## config.mk

```make
export PLATFORM = sky130hd
export DESIGN_NAME = motif_profile_count_normalizer_flat
export DESIGN_NICKNAME = d
export VERILOG_FILES = /design/src/design/mpcn_pkg.sv /design/src/design/mpcn_if.sv /design/src/design/mpcn_datapath.sv /design/src/design/mpcn_controller.sv /design/src/design/motif_profile_count_normalizer.sv /design/src/flat_wrapper.sv
export SDC_FILE = /design/constraint.sdc
export NUM_CORES = 2
export LEC_CHECK = 0
export ABC_AREA = 1
export BUFFER_PORTS_ARGS = -buffer_cell sky130_fd_sc_hd__buf_2
export CAP_MARGIN = 0
export CORE_UTILIZATION = 57
export DETAILED_ROUTE_END_ITERATION = 6
export PLACE_DENSITY = 0.75
export SYNTH_ARGS = -nofsm -noshare
export SYNTH_HDL_FRONTEND = slang
export SYNTH_HIERARCHICAL = 1
export SYNTH_SLANG_ARGS = --single-unit
```

## constraint.sdc

```tcl
create_clock -name clk -period 8.33 [get_ports clk]
set_clock_uncertainty 0.15 [all_clocks]
set_input_delay 0.4165 -clock clk [delete_from_list [all_inputs] [get_ports clk]]
set_output_delay 0.4165 -clock clk [all_outputs]
set_load 0.02 [all_outputs]
```

## src/design/mpcn_pkg.sv

```systemverilog
// ----------------------------------------------------------------------------
// mpcn_pkg
// Shared types and constants for the motif profile count normalizer.
// ----------------------------------------------------------------------------
package mpcn_pkg;

    // command codes of an input item
    localparam logic [1:0] CMD_ADD    = 2'd0;
    localparam logic [1:0] CMD_REMOVE = 2'd1;
    localparam logic [1:0] CMD_CLEAR  = 2'd2;
    localparam logic [1:0] CMD_NORM   = 2'd3;

    // configuration register indexes
    localparam logic [1:0] REG_WIDTH       = 2'd0;
    localparam logic [1:0] REG_PALINDROMIC = 2'd1;
    localparam logic [1:0] REG_PSEUDOCOUNT = 2'd2;

    // configuration reset values
    localparam logic [5:0]  RST_WIDTH       = 6'd8;
    localparam logic [15:0] RST_PSEUDOCOUNT = 16'd64;

    // nucleotide codes, highest valid code is T
    localparam logic [2:0] BASE_T = 3'd3;

    localparam int ALPHABET_SIZE = 4;
    localparam int RESULT_LIMIT  = 32;

    // quotient bits of one probability (one more than Q0.16 for saturation)
    localparam int QUOT_BITS = 17;
    localparam logic [4:0] DIV_LAST_STEP = 5'(QUOT_BITS - 1);

    // probability used when a column sum is zero (one quarter)
    localparam logic [15:0] PROB_QUARTER = 16'd16384;
    localparam logic [15:0] PROB_MAX     = 16'hFFFF;

    // controller to datapath command group
    typedef struct packed {
        logic       rd_en;
        logic       wr_en;
        logic       clear;
        logic       add_op;
        logic [1:0] base;
        logic       latch_p;
        logic       pooled;
        logic       term;
        logic       sum;
        logic       div_init;
        logic       div_step;
        logic       load_out;
        logic [4:0] col;
        logic       last;
    } mpcn_cmd_t;

endpackage

```

## src/design/mpcn_if.sv

```systemverilog
// ----------------------------------------------------------------------------
// mpcn_in_if / mpcn_out_if
// Valid/ready channels for input items and result items.
// ----------------------------------------------------------------------------
interface mpcn_in_if;
    logic       valid;
    logic       ready;
    logic [1:0] command;
    logic [4:0] column;
    logic [2:0] base;

    modport source (output valid, command, column, base, input ready);
    modport sink   (input valid, command, column, base, output ready);
endinterface

interface mpcn_out_if;
    logic        valid;
    logic        ready;
    logic [4:0]  out_column;
    logic [15:0] prob_a;
    logic [15:0] prob_c;
    logic [15:0] prob_g;
    logic [15:0] prob_t;
    logic        last_column;

    modport source (output valid, out_column, prob_a, prob_c, prob_g, prob_t, last_column,
                    input ready);
    modport sink   (input valid, out_column, prob_a, prob_c, prob_g, prob_t, last_column,
                    output ready);
endinterface

```

## src/design/mpcn_datapath.sv

```systemverilog
// ----------------------------------------------------------------------------
// mpcn_datapath
// Count memory, pooled term and column sum, four restoring dividers and
// the result register.
// ----------------------------------------------------------------------------
module mpcn_datapath
    import mpcn_pkg::*;
#(
    parameter int MAX_COLUMNS = 32,
    parameter int COUNT_BITS  = 16
)
(
    input  logic                           clk,
    input  logic                           rst_n,
    input  mpcn_cmd_t                      cmd,
    input  logic [$clog2(MAX_COLUMNS)-1:0] addr,
    input  logic [15:0]                    pseudocount,
    output logic [4:0]                     out_column,
    output logic [15:0]                    prob_a,
    output logic [15:0]                    prob_c,
    output logic [15:0]                    prob_g,
    output logic [15:0]                    prob_t,
    output logic                           last_column
);

    localparam int PW = COUNT_BITS + 1;
    localparam int VW = COUNT_BITS + 10;
    localparam int SW = VW + 2;
    localparam int NW = SW + 16;

    typedef logic [ALPHABET_SIZE-1:0][COUNT_BITS-1:0] row_t;

    row_t                   mem [MAX_COLUMNS];
    logic [MAX_COLUMNS-1:0] row_valid_reg;
    row_t                   rd_data_reg;
    logic                   rd_hit_reg;
    row_t                   row_cur;
    row_t                   row_new;
    row_t                   rowp_reg;

    logic [VW-1:0]        v_reg    [ALPHABET_SIZE];
    logic [VW-1:0]        v_next   [ALPHABET_SIZE];
    logic [SW-1:0]        sum_reg;
    logic [SW-1:0]        rem_reg  [ALPHABET_SIZE];
    logic [SW-1:0]        rem_next [ALPHABET_SIZE];
    logic [QUOT_BITS-1:0] lo_reg   [ALPHABET_SIZE];
    logic [QUOT_BITS-1:0] lo_next  [ALPHABET_SIZE];
    logic [QUOT_BITS-1:0] quo_reg  [ALPHABET_SIZE];
    logic [QUOT_BITS-1:0] quo_next [ALPHABET_SIZE];
    logic [15:0]          prob     [ALPHABET_SIZE];

    logic [4:0]  col_reg;
    logic        last_reg;
    logic [15:0] prob_reg [ALPHABET_SIZE];

    // rows never written since reset or clear read as zero
    assign row_cur = rd_hit_reg ? rd_data_reg : '0;

    // saturating update of one counter
    always_comb
    begin
        row_new = row_cur;
        if (cmd.add_op)
        begin
            if (row_cur[cmd.base] != '1)
                row_new[cmd.base] = row_cur[cmd.base] + 1'b1;
        end
        else
        begin
            if (row_cur[cmd.base] != '0)
                row_new[cmd.base] = row_cur[cmd.base] - 1'b1;
        end
    end

    // count memory, one port read and write
    always_ff @(posedge clk)
    begin
        if (cmd.wr_en)
            mem[addr] <= row_new;
        if (cmd.rd_en)
        begin
            rd_data_reg <= mem[addr];
            rd_hit_reg  <= row_valid_reg[addr];
        end
    end

    // row valid bits
    always_ff @(posedge clk or negedge rst_n)
    begin
        if (!rst_n)
            row_valid_reg <= '0;
        else if (cmd.clear)
            row_valid_reg <= '0;
        else if (cmd.wr_en)
            row_valid_reg[addr] <= 1'b1;
    end

    // pooled terms, divider steps and result selection
    always_comb
    begin
        logic [PW-1:0]   c;
        logic [NW-1:0]   n;
        logic [SW:0]     t;
        for (int b = 0; b < ALPHABET_SIZE; b++)
        begin
            n = '0;
            t = '0;
            c = PW'(rowp_reg[b]);
            if (cmd.pooled)
                c = c + PW'(row_cur[ALPHABET_SIZE-1-b]);
            v_next[b] = (VW'(c) << 8) + VW'(pseudocount);

            rem_next[b] = rem_reg[b];
            lo_next[b]  = lo_reg[b];
            quo_next[b] = quo_reg[b];
            if (cmd.div_init)
            begin
                n = (NW'(v_reg[b]) << 16) + NW'(sum_reg >> 1);
                rem_next[b] = SW'(n >> QUOT_BITS);
                lo_next[b]  = n[QUOT_BITS-1:0];
                quo_next[b] = '0;
            end
            else
            begin
                t = {rem_reg[b], lo_reg[b][QUOT_BITS-1]};
                lo_next[b] = lo_reg[b] << 1;
                if (t >= {1'b0, sum_reg})
                begin
                    rem_next[b] = SW'(t - {1'b0, sum_reg});
                    quo_next[b] = {quo_reg[b][QUOT_BITS-2:0], 1'b1};
                end
                else
                begin
                    rem_next[b] = t[SW-1:0];
                    quo_next[b] = {quo_reg[b][QUOT_BITS-2:0], 1'b0};
                end
            end

            if (sum_reg == '0)
                prob[b] = PROB_QUARTER;
            else if (quo_reg[b][QUOT_BITS-1])
                prob[b] = PROB_MAX;
            else
                prob[b] = quo_reg[b][15:0];
        end
    end

    // working registers
    always_ff @(posedge clk)
    begin
        if (cmd.latch_p)
            rowp_reg <= row_cur;
        if (cmd.term)
            v_reg <= v_next;
        if (cmd.sum)
            sum_reg <= SW'(v_reg[0]) + SW'(v_reg[1]) + SW'(v_reg[2]) + SW'(v_reg[3]);
        if (cmd.div_init || cmd.div_step)
        begin
            rem_reg <= rem_next;
            lo_reg  <= lo_next;
            quo_reg <= quo_next;
        end
        if (cmd.load_out)
        begin
            col_reg  <= cmd.col;
            last_reg <= cmd.last;
            prob_reg <= prob;
        end
    end

    assign out_column  = col_reg;
    assign last_column = last_reg;
    assign prob_a      = prob_reg[0];
    assign prob_c      = prob_reg[1];
    assign prob_g      = prob_reg[2];
    assign prob_t      = prob_reg[3];

endmodule

```

## src/design/mpcn_controller.sv

```systemverilog
// ----------------------------------------------------------------------------
// mpcn_controller
// Sequencer for counter updates and the column-by-column normalize run.
// ----------------------------------------------------------------------------
module mpcn_controller
    import mpcn_pkg::*;
#(
    parameter int MAX_COLUMNS = 32
)
(
    input  logic                           clk,
    input  logic                           rst_n,
    input  logic                           in_valid,
    output logic                           in_ready,
    input  logic [1:0]                     command,
    input  logic [4:0]                     column,
    input  logic [2:0]                     base,
    output logic                           out_valid,
    input  logic                           out_ready,
    input  logic [5:0]                     width_cfg,
    input  logic                           palindromic_mode,
    output mpcn_cmd_t                      cmd,
    output logic [$clog2(MAX_COLUMNS)-1:0] addr
);

    localparam int AB    = $clog2(MAX_COLUMNS);
    localparam int LIMIT = (MAX_COLUMNS < RESULT_LIMIT) ? MAX_COLUMNS : RESULT_LIMIT;

    typedef enum logic [3:0] {
        ST_IDLE,
        ST_UPD_WR,
        ST_RD_P,
        ST_RD_Q,
        ST_TERM,
        ST_SUM,
        ST_DIV_INIT,
        ST_DIV,
        ST_EMIT
    } state_t;

    state_t     state_reg, state_next;
    logic [5:0] p_reg, p_next;
    logic [4:0] cnt_reg, cnt_next;
    logic       ovalid_reg, ovalid_next;
    logic [4:0] ucol_reg, ucol_next;
    logic [1:0] ubase_reg, ubase_next;
    logic       uadd_reg, uadd_next;
    logic [5:0] w;
    logic [5:0] q;
    logic       accept;

    // columns in use
    always_comb
    begin
        if (width_cfg == '0)
            w = 6'd1;
        else if (width_cfg > 6'(LIMIT))
            w = 6'(LIMIT);
        else
            w = width_cfg;
    end

    assign q        = w - 6'd1 - p_reg;
    assign in_ready = (state_reg == ST_IDLE);
    assign accept   = in_valid && in_ready;
    assign out_valid = ovalid_reg;

    // next state and commands
    always_comb
    begin
        state_next  = state_reg;
        p_next      = p_reg;
        cnt_next    = cnt_reg;
        ucol_next   = ucol_reg;
        ubase_next  = ubase_reg;
        uadd_next   = uadd_reg;
        ovalid_next = ovalid_reg && !out_ready;
        cmd         = '0;
        cmd.add_op  = uadd_reg;
        cmd.base    = ubase_reg;
        cmd.col     = p_reg[4:0];
        cmd.last    = (p_reg == w - 6'd1);
        cmd.pooled  = palindromic_mode && (q != p_reg);
        addr        = AB'(ucol_reg);

        case (state_reg)
            ST_IDLE:
            begin
                if (accept)
                begin
                    case (command)
                        CMD_ADD, CMD_REMOVE:
                        begin
                            if ({1'b0, column} < w && base <= BASE_T)
                            begin
                                cmd.rd_en  = 1'b1;
                                addr       = AB'(column);
                                ucol_next  = column;
                                ubase_next = base[1:0];
                                uadd_next  = (command == CMD_ADD);
                                state_next = ST_UPD_WR;
                            end
                        end
                        CMD_CLEAR:
                        begin
                            cmd.clear = 1'b1;
                        end
                        CMD_NORM:
                        begin
                            p_next     = '0;
                            state_next = ST_RD_P;
                        end
                        default:
                        begin
                            state_next = ST_IDLE;
                        end
                    endcase
                end
            end
            ST_UPD_WR:
            begin
                cmd.wr_en  = 1'b1;
                state_next = ST_IDLE;
            end
            ST_RD_P:
            begin
                cmd.rd_en  = 1'b1;
                addr       = AB'(p_reg);
                state_next = ST_RD_Q;
            end
            ST_RD_Q:
            begin
                cmd.latch_p = 1'b1;
                cmd.rd_en   = 1'b1;
                addr        = AB'(q);
                state_next  = ST_TERM;
            end
            ST_TERM:
            begin
                cmd.term   = 1'b1;
                state_next = ST_SUM;
            end
            ST_SUM:
            begin
                cmd.sum    = 1'b1;
                state_next = ST_DIV_INIT;
            end
            ST_DIV_INIT:
            begin
                cmd.div_init = 1'b1;
                cnt_next     = '0;
                state_next   = ST_DIV;
            end
            ST_DIV:
            begin
                cmd.div_step = 1'b1;
                cnt_next     = cnt_reg + 5'd1;
                if (cnt_reg == DIV_LAST_STEP)
                    state_next = ST_EMIT;
            end
            ST_EMIT:
            begin
                if (!ovalid_reg || out_ready)
                begin
                    cmd.load_out = 1'b1;
                    ovalid_next  = 1'b1;
                    if (p_reg == w - 6'd1)
                        state_next = ST_IDLE;
                    else
                    begin
                        p_next     = p_reg + 6'd1;
                        state_next = ST_RD_P;
                    end
                end
            end
            default:
            begin
                state_next = ST_IDLE;
            end
        endcase
    end

    // state and registered outputs
    always_ff @(posedge clk or negedge rst_n)
    begin
        if (!rst_n)
        begin
            state_reg  <= ST_IDLE;
            p_reg      <= '0;
            cnt_reg    <= '0;
            ovalid_reg <= 1'b0;
            ucol_reg   <= '0;
            ubase_reg  <= '0;
            uadd_reg   <= 1'b0;
        end
        else
        begin
            state_reg  <= state_next;
            p_reg      <= p_next;
            cnt_reg    <= cnt_next;
            ovalid_reg <= ovalid_next;
            ucol_reg   <= ucol_next;
            ubase_reg  <= ubase_next;
            uadd_reg   <= uadd_next;
        end
    end

endmodule

```

## src/design/motif_profile_count_normalizer.sv

```systemverilog
// Add and remove each read the memory, then write back; clear acts in the cycle it is accepted.
// Normalize emits one result per column in use; while the result register is
// free, each column takes two row reads, term and sum stages, then 17 steps
// of the four restoring dividers, which set the rate of a normalize run.
// Reset clears control state, configuration and all counters at once through
// per-column valid bits; no clearing pass is needed.
// ----------------------------------------------------------------------------
// motif_profile_count_normalizer
// Motif count matrix with saturating updates and pseudocount normalization.
// ----------------------------------------------------------------------------
module motif_profile_count_normalizer
    import mpcn_pkg::*;
#(
    parameter int MAX_COLUMNS = 32,
    parameter int COUNT_BITS  = 16
)
(
    input  logic        clk,
    input  logic        rst_n,
    mpcn_in_if.sink     items,
    mpcn_out_if.source  results,
    input  logic        cfg_we,
    input  logic [1:0]  cfg_index,
    input  logic [15:0] cfg_data
);

    logic [5:0]  width_reg;
    logic        palin_reg;
    logic [15:0] pseudo_reg;
    mpcn_cmd_t   cmd;
    logic [$clog2(MAX_COLUMNS)-1:0] addr;

    // configuration registers
    always_ff @(posedge clk or negedge rst_n)
    begin
        if (!rst_n)
        begin
            width_reg  <= RST_WIDTH;
            palin_reg  <= 1'b0;
            pseudo_reg <= RST_PSEUDOCOUNT;
        end
        else if (cfg_we)
        begin
            case (cfg_index)
                REG_WIDTH:       width_reg  <= cfg_data[5:0];
                REG_PALINDROMIC: palin_reg  <= cfg_data[0];
                REG_PSEUDOCOUNT: pseudo_reg <= cfg_data;
                default:         width_reg  <= width_reg;
            endcase
        end
    end

    mpcn_controller #(
        .MAX_COLUMNS (MAX_COLUMNS)
    ) u_ctrl (
        .clk              (clk),
        .rst_n            (rst_n),
        .in_valid         (items.valid),
        .in_ready         (items.ready),
        .command          (items.command),
        .column           (items.column),
        .base             (items.base),
        .out_valid        (results.valid),
        .out_ready        (results.ready),
        .width_cfg        (width_reg),
        .palindromic_mode (palin_reg),
        .cmd              (cmd),
        .addr             (addr)
    );

    mpcn_datapath #(
        .MAX_COLUMNS (MAX_COLUMNS),
        .COUNT_BITS  (COUNT_BITS)
    ) u_dp (
        .clk         (clk),
        .rst_n       (rst_n),
        .cmd         (cmd),
        .addr        (addr),
        .pseudocount (pseudo_reg),
        .out_column  (results.out_column),
        .prob_a      (results.prob_a),
        .prob_c      (results.prob_c),
        .prob_g      (results.prob_g),
        .prob_t      (results.prob_t),
        .last_column (results.last_column)
    );

endmodule

```

## src/flat_wrapper.sv

```systemverilog
// flat-port wrapper written by rule: the top's interface ports become plain ports
module motif_profile_count_normalizer_flat import mpcn_pkg::*;
#(
    parameter int MAX_COLUMNS = 32,
    parameter int COUNT_BITS  = 16
)
  (clk, rst_n, cfg_we, cfg_index, cfg_data, items_valid, items_command, items_column, items_base, items_ready, results_valid, results_out_column, results_prob_a, results_prob_c, results_prob_g, results_prob_t, results_last_column, results_ready);
  mpcn_in_if items_i ();
  mpcn_out_if results_i ();
  input  logic clk;
  input  logic rst_n;
  input  logic cfg_we;
  input  logic [1:0] cfg_index;
  input  logic [15:0] cfg_data;
  input wire logic [$bits(items_i.valid)-1:0] items_valid;
  input wire logic [$bits(items_i.command)-1:0] items_command;
  input wire logic [$bits(items_i.column)-1:0] items_column;
  input wire logic [$bits(items_i.base)-1:0] items_base;
  output wire logic [$bits(items_i.ready)-1:0] items_ready;
  output wire logic [$bits(results_i.valid)-1:0] results_valid;
  output wire logic [$bits(results_i.out_column)-1:0] results_out_column;
  output wire logic [$bits(results_i.prob_a)-1:0] results_prob_a;
  output wire logic [$bits(results_i.prob_c)-1:0] results_prob_c;
  output wire logic [$bits(results_i.prob_g)-1:0] results_prob_g;
  output wire logic [$bits(results_i.prob_t)-1:0] results_prob_t;
  output wire logic [$bits(results_i.last_column)-1:0] results_last_column;
  input wire logic [$bits(results_i.ready)-1:0] results_ready;
  assign items_i.valid = items_valid;
  assign items_i.command = items_command;
  assign items_i.column = items_column;
  assign items_i.base = items_base;
  assign items_ready = items_i.ready;
  assign results_valid = results_i.valid;
  assign results_out_column = results_i.out_column;
  assign results_prob_a = results_i.prob_a;
  assign results_prob_c = results_i.prob_c;
  assign results_prob_g = results_i.prob_g;
  assign results_prob_t = results_i.prob_t;
  assign results_last_column = results_i.last_column;
  assign results_i.ready = results_ready;
  motif_profile_count_normalizer #(.MAX_COLUMNS(MAX_COLUMNS), .COUNT_BITS(COUNT_BITS)) u_core (.clk(clk), .rst_n(rst_n), .items(items_i), .results(results_i), .cfg_we(cfg_we), .cfg_index(cfg_index), .cfg_data(cfg_data));
endmodule
```

-- Word level (Yosys, flattened, before mapping)
Memories as Yosys holds them, arrays and structs flattened. A register that Yosys moved wholly into a read port is not among the register bits.
Cells that the tools add are included.
- bits in writable memories: 2048
- bits in registers: 594
- memories: 1
- memories (memory ; depth ; width ; read ports ; clocked after memory_dff ; write ports ; RTL line ; text):
    u_core.u_dp.mem ; 32 ; 64 ; 1 ; 1 ; 1 ; mpcn_datapath.sv:33 ; row_t mem [MAX_COLUMNS];
- $add $sub $neg: 25
- muxes and demuxes: 78
- bitwise gates (word level): 1
- equal/unequal tests: 24
- order comparisons: 11
- reduce and logical (&&, ||, !) cells: 31
- operator list (cell ; count):
    two-way mux 64 bit ; 4
    adder 42 x 27 -> 43 bit ; 4
    two-way mux 17 bit ; 8
    bitwise mux 64 bit ; 2
    >= comparator 29 x 28 -> 1 bit ; 4
    two-way mux 28 bit ; 4
    subtractor 28 bit ; 4
    two-way mux 27 bit ; 4
    adder 25 x 16 -> 26 bit ; 4
    two-way mux 16 bit ; 6
    adder 16 x 16 -> 17 bit ; 4
    two-way mux 32 bit ; 2
    two-way mux 6 bit ; 6
    binary-select mux 16 bit (select 2 bit) ; 1
    demux 16 bit (select 2 bit) ; 1
    bitwise OR 32 bit ; 1
    one-hot mux 4 bit (8 select lines) ; 1
    adder 27 x 26 -> 28 bit ; 1
    adder 28 x 26 -> 28 bit ; 1
    zero test 28 bit ; 1
    adder 26 x 26 -> 27 bit ; 1
    two-way mux 1 bit ; 24
    adder 16 x 1 -> 16 bit (second input constant) ; 1
    equality test 4 x 3 -> 1 bit (second input constant) ; 4
    other kinds (47) ; 77

-- Logic depth before layout (Yosys ltp)
- depth after elaboration: 16
- depth in mapped cells: 33
- mapped depth without buffers: 30

-- Cells and area by module
Netlist, hierarchy kept.
- by module, submodules not included (module ; instances ; sequential area each (um2) ; area an instance (um2) ; cells each):
    mpcn_datapath ; 1 ; 77314.2 ; 115645.9 ; 9651
    mpcn_controller ; 1 ; 600.6 ; 2125.8 ; 296
    motif_profile_count_normalizer ; 1 ; 578.1 ; 1001.0 ; 105

-- Worst setup path after synthesis
No wires, ideal clock.
- path type: flip-flop to flip-flop
- start point: reg u_core.u_ctrl.state_reg[3]
- end point: mem u_core/u_dp/mem[4][0] (netlist bit) (enable)
- setup time: 488 ps
- data arrival time: 8254 ps
- stages on the path, launching flop included: 12
- slack: -562 ps
- required time: 7692 ps
- cells stage by stage: dfrtp_1 -> nor2_2 -> inv_2 -> nor2_1 -> inv_1 -> o22a_1 -> nand4_1 -> inv_1 -> nor3_1 -> clkinv_1 -> clkbuf_1 -> nor2_1
- cells in the longest elaborated chain, start to end: 4
- ends and longest elaborated chain (what ; RTL line ; text):
    start, declared ; mpcn_controller.sv:41 ; state_t state_reg, state_next;
    start signal, assigned ; mpcn_controller.sv:198 ; state_reg <= state_next;
    zero test 4 bit ; mpcn_controller.sv:64, mpcn_controller.sv:86 ;
    logical AND 1 bit ; mpcn_controller.sv:65 ; assign accept = in_valid && in_ready;
    two-way mux 5 bit ; mpcn_controller.sv:89 ; if (accept)
    one-hot mux 5 bit (3 select lines) (*) ; mpcn_controller.sv:86 ; case (state_reg)
    via u_core.addr[2] ; motif_profile_count_normalizer.sv:31 ; logic [$clog2(MAX_COLUMNS)-1:0] addr;
    end, declared ; mpcn_datapath.sv:33 ;
Mark *: on every way through the listed nets, which the timed path passes. The rest lies on a longest branch.

-- Worst setup path in the final report
- start point: reg u_core.width_reg[2]
- end point: mem u_core/u_dp/mem[7][60] (netlist bit) (enable)
- cells in the longest elaborated chain, start to end: 9
- ends and longest elaborated chain (what ; RTL line ; text):
    start, declared ; motif_profile_count_normalizer.sv:27 ; logic [5:0] width_reg;
    start signal, assigned ; motif_profile_count_normalizer.sv:45 ; REG_WIDTH: width_reg <= cfg_data[5:0];
    start signal, assigned ; motif_profile_count_normalizer.sv:48 ; default: width_reg <= width_reg;
    > comparator 6 bit ; mpcn_controller.sv:57 ; else if (width_cfg > 6'(LIMIT))
    two-way mux 6 bit ; mpcn_controller.sv:57 ;
    two-way mux 6 bit (*) ; mpcn_controller.sv:55 ; if (width_cfg == '0)
    branches (longest 5 deep; another with subtractor 6 x 1 -> 6 bit) ; -- ;
    one-hot mux 5 bit (3 select lines) (*) ; mpcn_controller.sv:86 ;
    via u_core.addr[3] ; motif_profile_count_normalizer.sv:31 ;
Mark *: on every way through the listed nets, which the timed path passes.

==> results.ini <==
[synthesis]
async_reset_ff_frac=0.03007
postSynthCellCount=10050
synthTopCellsByArea=edfxtp_1 64%, a22oi_1 6.6%, nand2_1 5.8%
synth_cell_types=67
syn_nets=10410
synth_top_area_cell=edfxtp_1
synth_top_area_share=0.6442
ys_ff_latch=2627
synth_edf_count=2548
ys.flop_type=edfxtp_1
yosysWarnings=6
ys_seq_area_frac=0.6609
synth_area_mm2=0.1188
syn_avg_cell_area_um2=11.82

[grt]
grt_pass1_wl_um=538400
grt_max_degree=151
grt_overflow=0
first_global_vias=82080
antenna_found_initial=5
grtUsageTotal=0.3482

[clock_network]
clk_path_buf_depth=4
path_clk_slew_ps=60
cts_sinks=2627
cts_max_level=5
root_buffer=clkbuf_16
cts_tree=done
cts_buffers=284
clock_latency_ps=970
post-cts-setup-buffer-count=0

[run_status]
status=finished with violations
violations=design-rule violations

[job]
cap_violations=0

[worst_setup_path]
critPathLaunchType=flip-flop
crit_type=flip-flop to flip-flop
cpPeakStageDelay_ps=1020
worstPathRequired_ps=8740
crit_fanout=28
path_cells=nor2_1 -> nand2_1 -> o21ai_0 -> nand2_1 -> ha_1 -> xnor2_1 -> ha_1 -> nand2_2 -> o21ai_0 -> xnor2_1 -> o22ai_1 -> inv_1 -> nand4_1 -> nor3_2 -> buf_4 -> inv_2 -> nor2_4 -> buf_4
worst-path-buf-inv=4
critPathSlowestCell=nor2_4
setup.worst_path.end_class=flip-flop
cp_top_family=simple AND/OR/NAND/NOR gates
arrival_ps=6870

[sta]
post-route-period-util=0.7751
slew_viol_final=0
rsz0062_at_grt=no
min_period_ps=6457
worst_slack_ps=1873
setup_viol=0
worst_slew_pin_slew_ps=1345
fmax_mhz=154.9
relSlewSlack=0.1012
hold_viol=0

[route]
wl_per_cell_um=28.10
dr.pass1.iters=7
antenna_left=0
num_vias=84420
drt-total-wl_um=370700
drt-initial-drc-count=11710
drcViolationCount=7
viasPerCell=6.400

[worst_hold_path]
hold_class=input pin to flip-flop

[placed_design]
post-place-ws_ps=1970
dpl_cell_area_mm2=0.1227
port_buffers=104
place_hpwl_um=227300
gp_congestion=1.005
placed_cells=12650

[floorplanning]
core.rowCount=167
coreArea_mm2=0.2071
die_area_mm2=0.2102
fp.dieH_um=458.5
die_x_um=458.5
num_io_pins=105
initial_utilization=0.5736

[finish]
design_area_mm2=0.1322
fillCellCount=15330
nets=10560
seq_area_mm2=0.07849
final_cells=13190
largest_reg_flops=2048
multiInputGateArea_mm2=0.03586
area_growth_syn_to_layout_pct=11.28
drive_above_1_share=0.08116

## layer usage
layer  part of all wire  track usage
met1               0.37       0.4492
met2               0.47       0.5622
met3               0.10      0.06217
met4              0.061       0.1883
met5           0.000073            0
## placed cells by master (no fill, tap or decap), types with 103 or more instances in the layout
cell,synthesis,final
a21oi_1,884,881
a22oi_1,1038,1038
buf_2,20,103
clkbuf_16,0,290
edfxtp_1,2548,2548
ha_1,281,281
inv_1,751,748
nand2_1,1841,1840
nand3_1,456,456
nand4_1,107,107
nor2_1,523,486
o21ai_0,338,334
xor2_1,120,120
## final cells by class
class | instances | share of cell area
Clock inverter | 133 | 0.009988
Multi-Input combinational cell | 6217 | 0.2714
Tap cell | 2788 | 0.02639
Inverter | 790 | 0.02281
Clock buffer | 351 | 0.05709
Timing Repair Buffer | 281 | 0.01838
Sequential cell | 2627 | 0.5939
Antenna cell | 4 | 0.00007573
## repair_timing
item | CTS | global route
endpoints found under the hold margin | 85 | 0
resized for setup | 0 | 0
hold buffers | 57 | 0
setup endpoints to repair | 0 | 0
## worst paths after layout
kind	endpoint	cells past startpoint	slack, ps	from
max	u_core/u_dp/mem[7][60]	18	1870	u_core/width_reg[2]
min	u_core/u_ctrl/out_valid	3	200	results_ready
max reg2reg	u_core/u_dp/mem[7][60]	18	1870	u_core/width_reg[2]
min reg2reg	u_core/u_dp/v_reg[78]	0	310	u_core/pseudo_reg[0]
max in group asynchronous	u_core/pseudo_reg[7]	4	6790	rst_n
min in group asynchronous	u_core/u_dp/row_valid_reg[20]	4	490	rst_n
## Yosys cell counts, types with 107 or more instances
cell type	instances
edfxtp_1	2548
nand2_1	1841
a22oi_1	1038
a21oi_1	884
inv_1	751
nor2_1	523
nand3_1	456
o21ai_0	338
clkbuf_1	328
ha_1	281
xor2_1	120
nand4_1	107
## cells by family (layout without fill, tap and decap cells)
logic type | count (synthesis) | count (layout) | synth area share
AO/OA/AOI/OAI | 2403 | 2403 | 0.1260
XOR/XNOR | 213 | 213 | 0.01571
adder cells (fa/ha/maj) | 329 | 329 | 0.03769
buffers and inverters | 1208 | 1555 | 0.04005
flip-flops | 2627 | 2627 | 0.6609
other | 1 | 5 | 0.00003157
AND/OR/NAND/NOR | 3271 | 3271 | 0.1196
## metrics by stage
step / TNS [ps] / hold WS (ps) / utilization
after floorplan: -529050 / -29.09 / -
after global placement: 0 / 283.9 / 0.5926
after detailed placement: 0 / 290.9 / 0.5926
after CTS: 0 / 145.5 / 0.6382
after global routing: 0 / 201.9 / 0.6382
final: 0 / 202.8 / 0.6383
## worst reg2reg max path: cells and delay by family (launching register included)
kind | cells | cell delay [ps]
and+or+nand+nor | 7 | 2200
buffers and inverters | 4 | 1650
DFF | 1 | 400
AOI/OAI and AO/OA | 3 | 700
xor gates and xnor gates | 2 | 360
adders and majority gates | 2 | 610
Power is left out: the tool's default activity adds up to more than one toggle a clock period on the data nets, which glitch-free logic cannot reach.
